### src/hw/rtl/ehw_pkg.sv
// ----------------------------------------------------------------------------
// ehw_pkg: shared types, constants and helpers for the hue wheel color unit
// Hue arithmetic is kept modulo 360; colors come from six 60-degree sectors.
// ----------------------------------------------------------------------------
package ehw_pkg;

  // Register map of the configuration port
  localparam logic [1:0] REG_HUE_STEP  = 2'd0;
  localparam logic [1:0] REG_COOLDOWN  = 2'd1;
  localparam logic [1:0] REG_HAPTIC_EN = 2'd2;

  localparam int CFG_IDX_W  = 2;
  localparam int CFG_DATA_W = 16;

  // Field widths
  localparam int POS_W  = 32;
  localparam int TIME_W = 32;
  localparam int HUE_W  = 9;
  localparam int STEP_W = 9;
  localparam int COOL_W = 16;
  localparam int COL_W  = 8;

  // Reset values of the registers
  localparam int HUE_STEP_RST = 5;
  localparam int COOLDOWN_RST = 200;

  // Modulo-360 arithmetic
  localparam int HUE_MOD   = 360;
  localparam int FOLD_W    = 17;         // byte-folded position, < 2^17
  localparam int SUM_W     = 18;         // base + W*step, < 2^18
  localparam int RECIP_M   = 93207;      // ceil(2^25 / 360)
  localparam int RECIP_SH  = 25;
  localparam int FOLD_B3   = 136;        // 2^24 mod 360
  localparam int FOLD_B2   = 16;         // 2^16 mod 360
  localparam int SIGN_OFS  = 128;        // 2^31 mod 360
  localparam int SIGN_COMP = 232;        // 360 - 128
  localparam int WRAP_DN   = 104;        // -2^32 mod 360
  localparam int WRAP_UP   = 256;        //  2^32 mod 360

  // Color wheel
  localparam int SECTOR_DEG = 60;
  localparam int RISE_MUL   = 17;        // 255/60 = 17/4
  localparam int COL_MAX    = 255;

  // BT.601 brightness test
  localparam int LUMA_W     = 18;
  localparam int LUMA_R     = 299;
  localparam int LUMA_G     = 587;
  localparam int LUMA_B     = 114;
  localparam int DARK_LIMIT = 128000;

  typedef enum logic [2:0] {
    SEC_RED_GUP  = 3'd0,   // red full, green rising
    SEC_GRN_RDN  = 3'd1,   // green full, red falling
    SEC_GRN_BUP  = 3'd2,   // green full, blue rising
    SEC_BLU_GDN  = 3'd3,   // blue full, green falling
    SEC_BLU_RUP  = 3'd4,   // blue full, red rising
    SEC_RED_BDN  = 3'd5    // red full, blue falling
  } sector_t;

  typedef struct packed {
    logic [COL_W-1:0] red;
    logic [COL_W-1:0] green;
    logic [COL_W-1:0] blue;
  } rgb_t;

  typedef struct packed {
    logic hap;     // haptic enable after touch handling
    logic click;   // click pulse
    logic chg;     // position changed
  } flags_t;

  // One conditional subtract: v < 720 -> v mod 360
  function automatic logic [HUE_W-1:0] red360(input logic [HUE_W:0] v);
    logic [HUE_W:0] t;
    t = (v >= (HUE_W+1)'(HUE_MOD)) ? v - (HUE_W+1)'(HUE_MOD) : v;
    return t[HUE_W-1:0];
  endfunction

  // Offset the signed position by 2^31 and fold its bytes with 2^(8k) mod 360.
  // Result is congruent to (pos + 2^31) mod 360.
  function automatic logic [FOLD_W-1:0] pos_fold(input logic [POS_W-1:0] pos);
    logic [POS_W-1:0]  u;
    logic [FOLD_W-1:0] f;
    u = pos ^ {1'b1, {(POS_W-1){1'b0}}};
    f = FOLD_W'(u[31:24]) * FOLD_W'(FOLD_B3)
      + FOLD_W'(u[23:16]) * FOLD_W'(FOLD_B2)
      + FOLD_W'({u[15:8], 8'h00})
      + FOLD_W'(u[7:0]);
    return f;
  endfunction

  // Full-saturation, full-value color of a hue in 0..359
  function automatic rgb_t hue_color(input logic [HUE_W-1:0] hh);
    sector_t          sec;
    logic [HUE_W-1:0] base;
    logic [HUE_W-1:0] rem;
    logic [9:0]       rprod;
    logic [COL_W-1:0] rise;
    logic [COL_W-1:0] fall;
    rgb_t             c;
    if (hh < HUE_W'(SECTOR_DEG)) begin
      sec = SEC_RED_GUP;  base = '0;
    end else if (hh < HUE_W'(2*SECTOR_DEG)) begin
      sec = SEC_GRN_RDN;  base = HUE_W'(SECTOR_DEG);
    end else if (hh < HUE_W'(3*SECTOR_DEG)) begin
      sec = SEC_GRN_BUP;  base = HUE_W'(2*SECTOR_DEG);
    end else if (hh < HUE_W'(4*SECTOR_DEG)) begin
      sec = SEC_BLU_GDN;  base = HUE_W'(3*SECTOR_DEG);
    end else if (hh < HUE_W'(5*SECTOR_DEG)) begin
      sec = SEC_BLU_RUP;  base = HUE_W'(4*SECTOR_DEG);
    end else begin
      sec = SEC_RED_BDN;  base = HUE_W'(5*SECTOR_DEG);
    end
    rem   = hh - base;
    rprod = 10'(rem[5:0]) * 10'(RISE_MUL);
    rise  = rprod[9:2];
    fall  = COL_W'(COL_MAX) - rise;
    case (sec)
      SEC_RED_GUP: c = '{red: COL_W'(COL_MAX), green: rise, blue: '0};
      SEC_GRN_RDN: c = '{red: fall, green: COL_W'(COL_MAX), blue: '0};
      SEC_GRN_BUP: c = '{red: '0, green: COL_W'(COL_MAX), blue: rise};
      SEC_BLU_GDN: c = '{red: '0, green: fall, blue: COL_W'(COL_MAX)};
      SEC_BLU_RUP: c = '{red: rise, green: '0, blue: COL_W'(COL_MAX)};
      default:     c = '{red: COL_W'(COL_MAX), green: '0, blue: fall};
    endcase
    return c;
  endfunction

endpackage

### src/hw/rtl/encoder_hue_wheel_color_unit.sv
// ----------------------------------------------------------------------------
// encoder_hue_wheel_color_unit: encoder-driven hue wheel with haptic click
// Tracks a hue from encoder polls, outputs its RGB color, a dark flag and
// click / haptic-enable status for every poll.
// ----------------------------------------------------------------------------
//  channel  | dir | word                                       | handshake
//  ---------+-----+--------------------------------------------+-----------
//  in_      | in  | position, touched, time_ms                 | tvalid/tready
//  out_     | out | hue, red, green, blue, dark, chg, click, hap| tvalid/tready
//  cfg_     | in  | register index + data (hue_step, cooldown, | valid/ready
//           |     | haptic present)                            |
//
//  One word per clock sustained while out_tready is high; nine register stages.
//  The running state (last position, wrap offset, touch, haptic) lives in one
//  stage; the modulo-360 multiply chain is split over the stages around it.
//  rst_n is synchronous, active low; config takes effect after reset at once.
//  out_tready low stalls the pipe; empty stages still take words, so in_tready
//  drops only when all nine stages hold a word.
//  cfg_ready is always high; writes are expected only while the pipe is idle.
// ----------------------------------------------------------------------------
module encoder_hue_wheel_color_unit
  import ehw_pkg::*;
(
  input  logic                  clk,
  input  logic                  rst_n,
  // in_tdata: [31:0] position, [32] touched, [64:33] time_ms, [71:65] zero
  input  logic                  in_tvalid,
  output logic                  in_tready,
  input  logic [71:0]           in_tdata,
  // out_tdata: [8:0] hue_deg, [16:9] red, [24:17] green, [32:25] blue,
  //   [33] is_dark_color, [34] hue_changed, [35] click_pulse,
  //   [36] haptic_enabled, [39:37] zero
  output logic                  out_tvalid,
  input  logic                  out_tready,
  output logic [39:0]           out_tdata,
  input  logic                  cfg_valid,
  output logic                  cfg_ready,
  input  logic [CFG_IDX_W-1:0]  cfg_index,
  input  logic [CFG_DATA_W-1:0] cfg_data
);

  localparam int NSTG = 9;

  // ---------------- pipeline control ----------------
  logic [NSTG-1:0] vld_r;
  logic [NSTG-1:0] adv;    // stage may take a new word
  logic [NSTG-1:0] ld;     // stage takes a word this cycle
  logic [NSTG-1:0] vld_nxt;

  assign adv[NSTG-1] = !vld_r[NSTG-1] || out_tready;
  assign ld[0]       = adv[0] && in_tvalid;
  assign vld_nxt[0]  = adv[0] ? in_tvalid : vld_r[0];

  for (genvar gi = 0; gi < NSTG-1; gi++) begin : g_ctl
    assign adv[gi]       = !vld_r[gi] || adv[gi+1];
    assign ld[gi+1]      = adv[gi+1] && vld_r[gi];
    assign vld_nxt[gi+1] = adv[gi+1] ? vld_r[gi] : vld_r[gi+1];
  end

  always_ff @(posedge clk) begin
    if (!rst_n) begin
      vld_r <= '0;
    end else begin
      vld_r <= vld_nxt;
    end
  end

  assign in_tready = adv[0];

  // ---------------- configuration ----------------
  logic              cfg_fire;
  logic [STEP_W-1:0] hue_step_r;
  logic [COOL_W-1:0] cool_r;
  logic              present_r;

  assign cfg_ready = 1'b1;
  assign cfg_fire  = cfg_valid && cfg_ready;

  always_ff @(posedge clk) begin
    if (!rst_n) begin
      hue_step_r <= STEP_W'(HUE_STEP_RST);
      cool_r     <= COOL_W'(COOLDOWN_RST);
      present_r  <= 1'b0;
    end else if (cfg_fire) begin
      case (cfg_index)
        REG_HUE_STEP:  hue_step_r <= cfg_data[STEP_W-1:0];
        REG_COOLDOWN:  cool_r     <= cfg_data[COOL_W-1:0];
        REG_HAPTIC_EN: present_r  <= cfg_data[0];
        default: ;  // unknown index: dropped
      endcase
    end
  end

  // ---------------- stage 0: input register, byte fold ----------------
  logic [FOLD_W-1:0] s0_x_r;
  logic [POS_W-1:0]  s0_pos_r;
  logic              s0_touch_r;
  logic [TIME_W-1:0] s0_time_r;

  always_ff @(posedge clk) begin
    if (ld[0]) begin
      s0_x_r     <= pos_fold(in_tdata[31:0]);
      s0_pos_r   <= in_tdata[31:0];
      s0_touch_r <= in_tdata[32];
      s0_time_r  <= in_tdata[64:33];
    end
  end

  // ---------------- stage 1: quotient by 360 ----------------
  logic [33:0]       s1_prod;
  logic [HUE_W-1:0]  s1_q_r;
  logic [FOLD_W-1:0] s1_x_r;
  logic [POS_W-1:0]  s1_pos_r;
  logic              s1_touch_r;
  logic [TIME_W-1:0] s1_time_r;

  assign s1_prod = 34'(s0_x_r) * 34'(RECIP_M);

  always_ff @(posedge clk) begin
    if (ld[1]) begin
      s1_q_r     <= s1_prod[RECIP_SH+HUE_W-1:RECIP_SH];
      s1_x_r     <= s0_x_r;
      s1_pos_r   <= s0_pos_r;
      s1_touch_r <= s0_touch_r;
      s1_time_r  <= s0_time_r;
    end
  end

  // ---------------- stage 2: signed position mod 360 ----------------
  logic [FOLD_W-1:0] s2_rem;
  logic [HUE_W-1:0]  s2_r9;
  logic [HUE_W-1:0]  s2_pm;
  logic [HUE_W-1:0]  s2_pm_r;
  logic [POS_W-1:0]  s2_pos_r;
  logic              s2_touch_r;
  logic [TIME_W-1:0] s2_time_r;

  assign s2_rem = s1_x_r - FOLD_W'(s1_q_r) * FOLD_W'(HUE_MOD);
  assign s2_r9  = s2_rem[HUE_W-1:0];
  // undo the 2^31 offset
  assign s2_pm  = (s2_r9 >= HUE_W'(SIGN_OFS)) ? s2_r9 - HUE_W'(SIGN_OFS)
                                              : s2_r9 + HUE_W'(SIGN_COMP);

  always_ff @(posedge clk) begin
    if (ld[2]) begin
      s2_pm_r    <= s2_pm;
      s2_pos_r   <= s1_pos_r;
      s2_touch_r <= s1_touch_r;
      s2_time_r  <= s1_time_r;
    end
  end

  // ---------------- stage 3: running state ----------------
  // W = (sum of wrapped deltas since last rebase) mod 360.
  // The sum equals pos + 2^32*K, so W = pm + kacc with kacc tracking the
  // 2^32 wraps and the rebase offset.
  logic [POS_W-1:0]  last_pos_r;
  logic [HUE_W-1:0]  lm_r;        // last position mod 360
  logic [HUE_W-1:0]  kacc_r;
  logic [HUE_W-1:0]  base_r;      // hue at last rebase
  logic [HUE_W-1:0]  hue_store_r; // hue of the newest word
  logic              touch_dn_r;
  logic              hap_on_r;
  logic [TIME_W-1:0] last_tog_r;

  logic [POS_W:0]    s3_diff;
  logic [HUE_W:0]    s3_kadd;
  logic [HUE_W-1:0]  s3_kacc;
  logic [HUE_W-1:0]  s3_w;
  logic              s3_chg;
  logic [TIME_W-1:0] s3_elapsed;
  logic              s3_toggle;
  flags_t            s3_flags;
  logic              rebase;
  logic [HUE_W-1:0]  s3_w_r;
  flags_t            s3_flags_r;

  assign s3_diff = {s2_pos_r[POS_W-1], s2_pos_r} - {last_pos_r[POS_W-1], last_pos_r};

  always_comb begin
    case (s3_diff[POS_W:POS_W-1])
      2'b01:   s3_kadd = (HUE_W+1)'(WRAP_DN);  // above 2^31-1: wraps down
      2'b10:   s3_kadd = (HUE_W+1)'(WRAP_UP);  // below -2^31: wraps up
      default: s3_kadd = '0;
    endcase
  end

  assign s3_kacc    = red360({1'b0, kacc_r} + s3_kadd);
  assign s3_w       = red360({1'b0, s2_pm_r} + {1'b0, s3_kacc});
  assign s3_chg     = (s2_pos_r != last_pos_r);
  assign s3_elapsed = s2_time_r - last_tog_r;
  assign s3_toggle  = touch_dn_r && !s2_touch_r
                      && (s3_elapsed > TIME_W'(cool_r));

  assign s3_flags.chg   = s3_chg;
  assign s3_flags.click = s3_chg && present_r && hap_on_r;  // enable before touch
  assign s3_flags.hap   = hap_on_r ^ s3_toggle;

  // new step: restart the delta sum at the current hue
  assign rebase = cfg_fire && (cfg_index == REG_HUE_STEP);

  always_ff @(posedge clk) begin
    if (!rst_n) begin
      last_pos_r <= '0;
      lm_r       <= '0;
      kacc_r     <= '0;
      base_r     <= '0;
      touch_dn_r <= 1'b0;
      hap_on_r   <= 1'b1;
      last_tog_r <= '0;
    end else if (rebase) begin
      kacc_r <= (lm_r == '0) ? '0 : HUE_W'(HUE_MOD) - lm_r;
      base_r <= hue_store_r;
    end else if (ld[3]) begin
      last_pos_r <= s2_pos_r;
      lm_r       <= s2_pm_r;
      kacc_r     <= s3_kacc;
      touch_dn_r <= s2_touch_r;
      hap_on_r   <= s3_flags.hap;
      if (s3_toggle) begin
        last_tog_r <= s2_time_r;
      end
    end
  end

  always_ff @(posedge clk) begin
    if (ld[3]) begin
      s3_w_r     <= s3_w;
      s3_flags_r <= s3_flags;
    end
  end

  // ---------------- stage 4: base + W * step ----------------
  logic [SUM_W-1:0] s4_sum;
  logic [SUM_W-1:0] s4_sum_r;
  flags_t           s4_flags_r;

  assign s4_sum = SUM_W'(base_r) + SUM_W'(s3_w_r) * SUM_W'(hue_step_r);

  always_ff @(posedge clk) begin
    if (ld[4]) begin
      s4_sum_r   <= s4_sum;
      s4_flags_r <= s3_flags_r;
    end
  end

  // ---------------- stage 5: quotient by 360 ----------------
  logic [34:0]      s5_prod;
  logic [HUE_W-1:0] s5_q_r;
  logic [SUM_W-1:0] s5_sum_r;
  flags_t           s5_flags_r;

  assign s5_prod = 35'(s4_sum_r) * 35'(RECIP_M);

  always_ff @(posedge clk) begin
    if (ld[5]) begin
      s5_q_r     <= s5_prod[RECIP_SH+HUE_W-1:RECIP_SH];
      s5_sum_r   <= s4_sum_r;
      s5_flags_r <= s4_flags_r;
    end
  end

  // ---------------- stage 6: hue ----------------
  logic [SUM_W-1:0] s6_rem;
  logic [HUE_W-1:0] s6_hue_r;
  flags_t           s6_flags_r;

  assign s6_rem = s5_sum_r - SUM_W'(s5_q_r) * SUM_W'(HUE_MOD);

  always_ff @(posedge clk) begin
    if (ld[6]) begin
      s6_hue_r   <= s6_rem[HUE_W-1:0];
      s6_flags_r <= s5_flags_r;
    end
  end

  always_ff @(posedge clk) begin
    if (!rst_n) begin
      hue_store_r <= '0;
    end else if (ld[6]) begin
      hue_store_r <= s6_rem[HUE_W-1:0];
    end
  end

  // ---------------- stage 7: color wheel ----------------
  logic [HUE_W-1:0] s7_hue_r;
  rgb_t             s7_rgb_r;
  flags_t           s7_flags_r;

  always_ff @(posedge clk) begin
    if (ld[7]) begin
      s7_hue_r   <= s6_hue_r;
      s7_rgb_r   <= hue_color(s6_hue_r);
      s7_flags_r <= s6_flags_r;
    end
  end

  // ---------------- stage 8: dark test, output register ----------------
  logic [LUMA_W-1:0] s8_luma;
  logic [HUE_W-1:0]  out_hue_r;
  rgb_t              out_rgb_r;
  logic              out_dark_r;
  flags_t            out_flags_r;

  assign s8_luma = LUMA_W'(s7_rgb_r.red)   * LUMA_W'(LUMA_R)
                 + LUMA_W'(s7_rgb_r.green) * LUMA_W'(LUMA_G)
                 + LUMA_W'(s7_rgb_r.blue)  * LUMA_W'(LUMA_B);

  always_ff @(posedge clk) begin
    if (ld[8]) begin
      out_hue_r   <= s7_hue_r;
      out_rgb_r   <= s7_rgb_r;
      out_dark_r  <= (s8_luma < LUMA_W'(DARK_LIMIT));
      out_flags_r <= s7_flags_r;
    end
  end

  assign out_tvalid = vld_r[NSTG-1];
  assign out_tdata  = {3'b000, out_flags_r.hap, out_flags_r.click, out_flags_r.chg,
                       out_dark_r, out_rgb_r.blue, out_rgb_r.green, out_rgb_r.red,
                       out_hue_r};

`ifndef ASSERT_OFF
  a_hue_range: assert property (@(posedge clk) disable iff (!rst_n)
    hue_store_r < HUE_W'(HUE_MOD))
    else $error("stored hue out of range");

  a_kacc_range: assert property (@(posedge clk) disable iff (!rst_n)
    kacc_r < HUE_W'(HUE_MOD))
    else $error("wrap offset out of range");

  a_click_needs_change: assert property (@(posedge clk) disable iff (!rst_n)
    out_tvalid |-> (!out_flags_r.click || out_flags_r.chg))
    else $error("click without a position change");

  a_full_when_blocked: assert property (@(posedge clk) disable iff (!rst_n)
    !in_tready |-> (&vld_r))
    else $error("input blocked while a stage is empty");

  a_hap_steady: assert property (@(posedge clk) disable iff (!rst_n)
    !ld[3] |=> $stable(hap_on_r))
    else $error("haptic enable moved without a word");
`endif

endmodule
### config.mk
export PLATFORM = sky130hd
export DESIGN_NAME = encoder_hue_wheel_color_unit
export DESIGN_NICKNAME = d
export VERILOG_FILES = /design/src/hw/rtl/ehw_pkg.sv /design/src/hw/rtl/encoder_hue_wheel_color_unit.sv
export SDC_FILE = /design/constraint.sdc
export NUM_CORES = 2
export LEC_CHECK = 0
export BUFFER_PORTS_ARGS = -buffer_cell sky130_fd_sc_hd__buf_2
export CORE_MARGIN = 4
export CORE_UTILIZATION = 61
export DETAILED_ROUTE_END_ITERATION = 7
export PLACE_DENSITY = 0.84
export SETUP_SLACK_MARGIN = 0.15
export SKIP_LAST_GASP = 1
export SYNTH_ARGS = -nofsm -noshare
export SYNTH_HDL_FRONTEND = slang
export SYNTH_SLANG_ARGS = --single-unit
### constraint.sdc
create_clock -name clk -period 10.5 [get_ports clk]
set_input_delay 0.525 -clock clk [delete_from_list [all_inputs] [get_ports clk]]
set_output_delay 0.525 -clock clk [all_outputs]
set_load 0.05 [all_outputs]
After elaboration in Yosys (flattened, before gate mapping) --
Index checks and enable logic that the tools add are counted.
Storage, ports and cells: logic and storage cells 178, register bits 515, output and inout port bits 43, input bits 95
Cells by class: bitwise gates (word level) 3, equality and inequality tests 9, multiplexer cells 20, reduce and logical (&&, ||, !) cells 42, multipliers 10, $lt $le $gt $ge 10, $add $sub $neg 19
Operators with widths (number):
- $pmux 24 s5 | 1
- $mux 9 | 6
- $mul 17x17->34 const B | 1
- $mul 18x17->34 const B | 1
- $sub 32x32->33 | 1
- $gt 32x16->1 | 1
- $ne 32x32->1 | 1
- $sub 32x32->32 | 1
- $mux 6 | 5
- $add 9x9->10 | 2
- $ge 10x9->1 const B | 2
- $add 17x18->18 | 1
- $add 18x15->18 | 1
- $add 9x18->18 | 1
- $lt 18x17->1 const B | 1
- $lt 9x8->1 const B | 2
- $mul 8x10->18 const B | 1
- $mul 9x6->6 const B | 2
- $mul 9x9->18 | 1
- $pmux 9 s2 | 1
- $sub 9x9->9 | 2
- $sub 9x9->9 const B | 2
- $add 16x12->17 | 1
- $add 17x16->17 | 1
- 33 further kinds | 74

Logic depth before layout (Yosys ltp) --
depth after elaboration 11, depth in mapped cells 31, depth with buffers taken out 31

Worst setup path after synthesis --
No wires, ideal clock.
path type register to register, start register vld_r[8], end register s1_pos_r[10] (enable), library setup time 630 ps, setup slack 2961 ps, data arrival time 6909 ps, data required time 9870 ps, cell stages (with the launch flop) 7, period minus slack after synthesis 7539 ps, path through dfxtp_1 > nor2b_1 > and2_1 > and3_1 > nand3_1 > nor2_1 > a21boi_0
On the way: longest elaborated chain between the ends 10
Ends and longest elaborated chain:
- start, declared | line encoder_hue_wheel_color_unit.sv:45 | logic [NSTG-1:0] vld_r;
- start signal, assigned | line encoder_hue_wheel_color_unit.sv:64 | vld_r <= vld_nxt;
- $logic_not 1->1 | line encoder_hue_wheel_color_unit.sv:50 | assign adv[NSTG-1] = !vld_r[NSTG-1] || out_tready;
- $logic_or 1x1->1 | line encoder_hue_wheel_color_unit.sv:50
- $logic_or 1x1->1 (7 in a row) | line encoder_hue_wheel_color_unit.sv:55 | assign adv[gi] = !vld_r[gi] || adv[gi+1];
- $logic_and 1x1->1 | line encoder_hue_wheel_color_unit.sv:56 | assign ld[gi+1] = adv[gi+1] && vld_r[gi];
- net ld[1] | line encoder_hue_wheel_color_unit.sv:47 | logic [NSTG-1:0] ld;
- end signal, assigned | line encoder_hue_wheel_color_unit.sv:123 | s1_pos_r <= s0_pos_r;
- end, declared | line encoder_hue_wheel_color_unit.sv:113 | logic [POS_W-1:0] s1_pos_r;
The timed path passes the listed nets, and every way through them passes these cells. A chain may end at the register's enable or synchronous reset.

Worst setup path in the final report --
start register s2_pos_r[10], end register s3_w_r[7] (data pin)
On the way: longest elaborated chain between the ends 9
Ends and longest elaborated chain:
- start, declared | line encoder_hue_wheel_color_unit.sv:134 | logic [POS_W-1:0] s2_pos_r;
- start signal, assigned | line encoder_hue_wheel_color_unit.sv:147 | s2_pos_r <= s1_pos_r;
- $sub 32x32->33 * | line encoder_hue_wheel_color_unit.sv:178 | assign s3_diff = {s2_pos_r[POS_W-1], s2_pos_r} - {last_pos_r[POS_W-1], last_pos_r};
- $eq 2x2->1 or $eq 2x1->1 (tied branches) | line encoder_hue_wheel_color_unit.sv:181 | case (s3_diff[POS_W:POS_W-1])
- $pmux 9 s2 * | line encoder_hue_wheel_color_unit.sv:181
- $add 9x9->10 * | line encoder_hue_wheel_color_unit.sv:188 | assign s3_kacc = red360({1'b0, kacc_r} + s3_kadd);
- $sub 9x9->9 or $ge 10x9->1 (tied branches) | line ehw_pkg.sv:76 | t = (v >= (HUE_W+1)'(HUE_MOD)) ? v - (HUE_W+1)'(HUE_MOD) : v;
- $mux 9 * | line ehw_pkg.sv:76
- $add 9x9->10 * | line encoder_hue_wheel_color_unit.sv:189 | assign s3_w = red360({1'b0, s2_pm_r} + {1'b0, s3_kacc});
- $sub 9x9->9 or $ge 10x9->1 (tied branches) | line ehw_pkg.sv:76
- $mux 9 * | line ehw_pkg.sv:76
- net s3_w[7] | line encoder_hue_wheel_color_unit.sv:169 | logic [HUE_W-1:0] s3_w;
- end signal, assigned | line encoder_hue_wheel_color_unit.sv:228 | s3_w_r <= s3_w;
- end, declared | line encoder_hue_wheel_color_unit.sv:175 | logic [HUE_W-1:0] s3_w_r;
The timed path passes the listed nets; every way through them passes the cells marked *.

==> qor.txt <==
Crit Path Category - register to register
Initial Util - 61.8%
largest net degree at the start of global routing - 89
slowest stage cell, crit path - edfxtp_1
Worst R2R Setup Slack - 3370 ps
Worst Hold Depth - 1
Synth area leader - edfxtp_1
top-count cell post-synth - inv_1
First DRT Iteration DRCs - 1777
Port Buffer Count - 126
area delta synth->final - 8.25%
worst endpoint required time - 10830 ps
drt drc - 0
Setup Skew - 17.2 ps
Reg2Reg Capture Point - s3_w_r[7]
ys flop type - edfxtp_1
slowest stage delay, CP - 400 ps
worst reg2reg path depth - 30
Hold Violations, Final - 0
final WL - 74000 µm
cts bufs inserted - 49
Resized Gates After CTS - 0
Arr. time, crit path - 7460 ps
H-Tree Depth - 2
outcome - complete, no violations
Post-CTS Setup Bufs - 0
top cells by count, synth - inv_1 (645), ha_1 (532), edfxtp_1 (363)
Synth top area share - 29.2%
#FFs+latches synth - 497
share of cells above drive strength 1 - 6.98%
grt ovf - 0
worst-path fanout max - 7
first-pass GRT wire length - 124000 µm
drt first pass iters - 6
unique cell type count in the Yosys netlist - 76
clock latency on the worst-skew pair - 590 ps
largest cells by area after synthesis - edfxtp_1 (29%), ha_1 (18%), fa_1 (17%)
Slew Viols, Final - 0
area of the core - 60500 µm²
Async SR Flop Fraction - 0%
Worst-Margin Slew - 1190 ps
WHS Endpoint - s0_x_r[0]
setup total negative slack - 0 ps
Peak VDD IR - 0.000961 V
Die H - 256 µm
total number of vias - 24.3k
detailed-route wire length per cell - 17.1 µm
setup violators final - 0
Worst setup EP type - register
relative slew slack - 20.8%
P_leak - 18.1 nW
Worst Hold Class - input port to register
# fillers - 4299
cell family with most CP delay - compound AO/OA/AOI/OAI gates
unrepaired setup endpoints after global routing - no
initial antenna violation count - 5
num rows - 90
post-route minimum period - 7130 ps
max-cap violation count - 0
Num Clock Sinks - 497
clock root buffer - clkbuf_16
Reg clk slew, reported paths - 70 ps
Max clock buf depth - 3
hold_buf cts - 0
vias in the first global route - 25.6k
crit path buf inv count - 1
TritonCTS clock tree - built
Post-Synthesis Cells - 3404
Synth warnings - 0
number of flops mapped to enable cells by yosys - 363
fin util - 66.9%
CP Launch Type - register
post-route ant nets - 0
DP Wirelength - 57300 µm
Top cell by count, worst path - a21oi_1
via density per instance - 5.59
PwrDens - 278 nW/µm²
Crit Reg-Reg Startpoint - s2_pos_r[10]
Die Wd - 256 µm
fin crit share - 67.9%
Mapped Avg Cell Area - 11.0 µm²
mapped cell area - 37400 µm²
register area share after synthesis - 36.3%
die area - 65300 µm²
hold_sp - in_tdata[0]
Final Wtd Congestion - 0.915
Top-Level Pins - 138
Layout Nets - 4468
f_max - 140 MHz
Global Route Usage Sum - 23.0%
[logic make-up (layout without fill, tap and decap cells)]
group | Yosys count | after routing | share of synthesized area, %
compound gates | 524 | 524 | 9.20
mux | 11 | 11 | 0.308
other cells | 2 | 6 | 0.0201
xor+xnor | 146 | 146 | 3.42
flops | 497 | 497 | 36.3
simple gates | 644 | 644 | 8.03
fa+ha+maj | 858 | 858 | 35.3
buf+inv | 722 | 871 | 7.42
[registers in the layout (all words and copies together), names as in the netlist, 16 cells and up]
signal      cells
s0_pos_r       29
s1_pos_r       29
s2_time_r      32
s0_x_r         17
s2_pos_r       29
s4_sum_r       18
s1_time_r      32
s7_rgb_r       24
last_pos_r     32
cool_r         16
s0_time_r      32
last_tog_r     32
out_tdata      27
[where the power goes]
part	leakage (nW)	switching [mW]	internal, mW	total [mW]
Sequential	4.43	0.112	2.44	2.55
Combinational	12.9	3.81	3.07	6.88
Clock	0.821	0.775	1.04	1.81
[per-stage QoR]
| step | power (mW) | cells | hold slack, ps | setup WS, ps | area [µm²] |
|---|---|---|---|---|---|
| detailed placement | 9.32 | 4246 | 405 | 3410 | 38800 |
| CTS | 11.3 | 4337 | 68.1 | 3390 | 40500 |
| global placement | 8.85 | 4246 | 400 | 3480 | 38800 |
| finish | 11.2 | 4339 | 100 | 3370 | 40500 |
| global route | 12.4 | 4338 | 71.9 | 2780 | 40500 |
| floorplan | 7.67 | 3406 | 400 | 2960 | 37400 |
[worst max-delay path by stage]
stage	start	endpoint	slack (ps)	cells past startpoint
2_1_floorplan	vld_r[8]	s1_pos_r[10]	2960	6
3_3_place_gp	s2_pos_r[12]	s3_w_r[7]	3480	30
3_5_place_dp	s2_pos_r[12]	s3_w_r[7]	3410	30
4_1_cts	s2_pos_r[12]	s3_w_r[7]	3390	30
5_1_grt	s2_pos_r[10]	s3_w_r[7]	2780	30
6_report	s2_pos_r[10]	s3_w_r[7]	3370	30
[per-layer routing]
layer / GRT usage, % / part of all wire (%) / vias up
met4: 7.12 / 2.9 / 6
met5: 0 / 0.062 / -
li1: - / - / 11600
met2: 40.4 / 50 / 656
met1: 29.3 / 41 / 11800
met3: 4.02 / 6.2 / 172
[cell type report]
| class | instances | area (µm²) | area share (%) |
|---|---|---|---|
| antenna | 2 | 5.00 | 0.0124 |
| timing repair buffer | 134 | 693 | 1.71 |
| clock buffer | 63 | 1370 | 3.39 |
| tap | 782 | 978 | 2.42 |
| multi-input combinational | 2187 | 21100 | 52.1 |
| inverter | 646 | 2420 | 5.99 |
| clock inverter | 28 | 315 | 0.779 |
| sequential | 497 | 13600 | 33.6 |
[placed cells by master (no fill, tap or decap), types with 7 or more instances in the layout]
master       n
inv_1      645
ha_1       532
edfxtp_1   363
fa_1       326
nand2_1    306
a21oi_1    135
dfxtp_1    134
buf_2      125
xnor2_1    114
a21boi_0    78
nand3_1     73
nor2_1      72
o21ai_0     71
a21o_1      54
clkbuf_16   52
and2_1      50
xor2_1      32
o21ai_1     31
nor2b_1     30
o211ai_1    24
nor3_1      23
nand2b_1    21
o21a_1      20
o21bai_1    19
nand4_1     14
and3_1      13
a31oi_1     10
clkinv_2     9
buf_4        9
o2111ai_1    8
clkbuf_1     8
or3_1        7
mux2i_1      7
(Power assumes the default switching activity.)
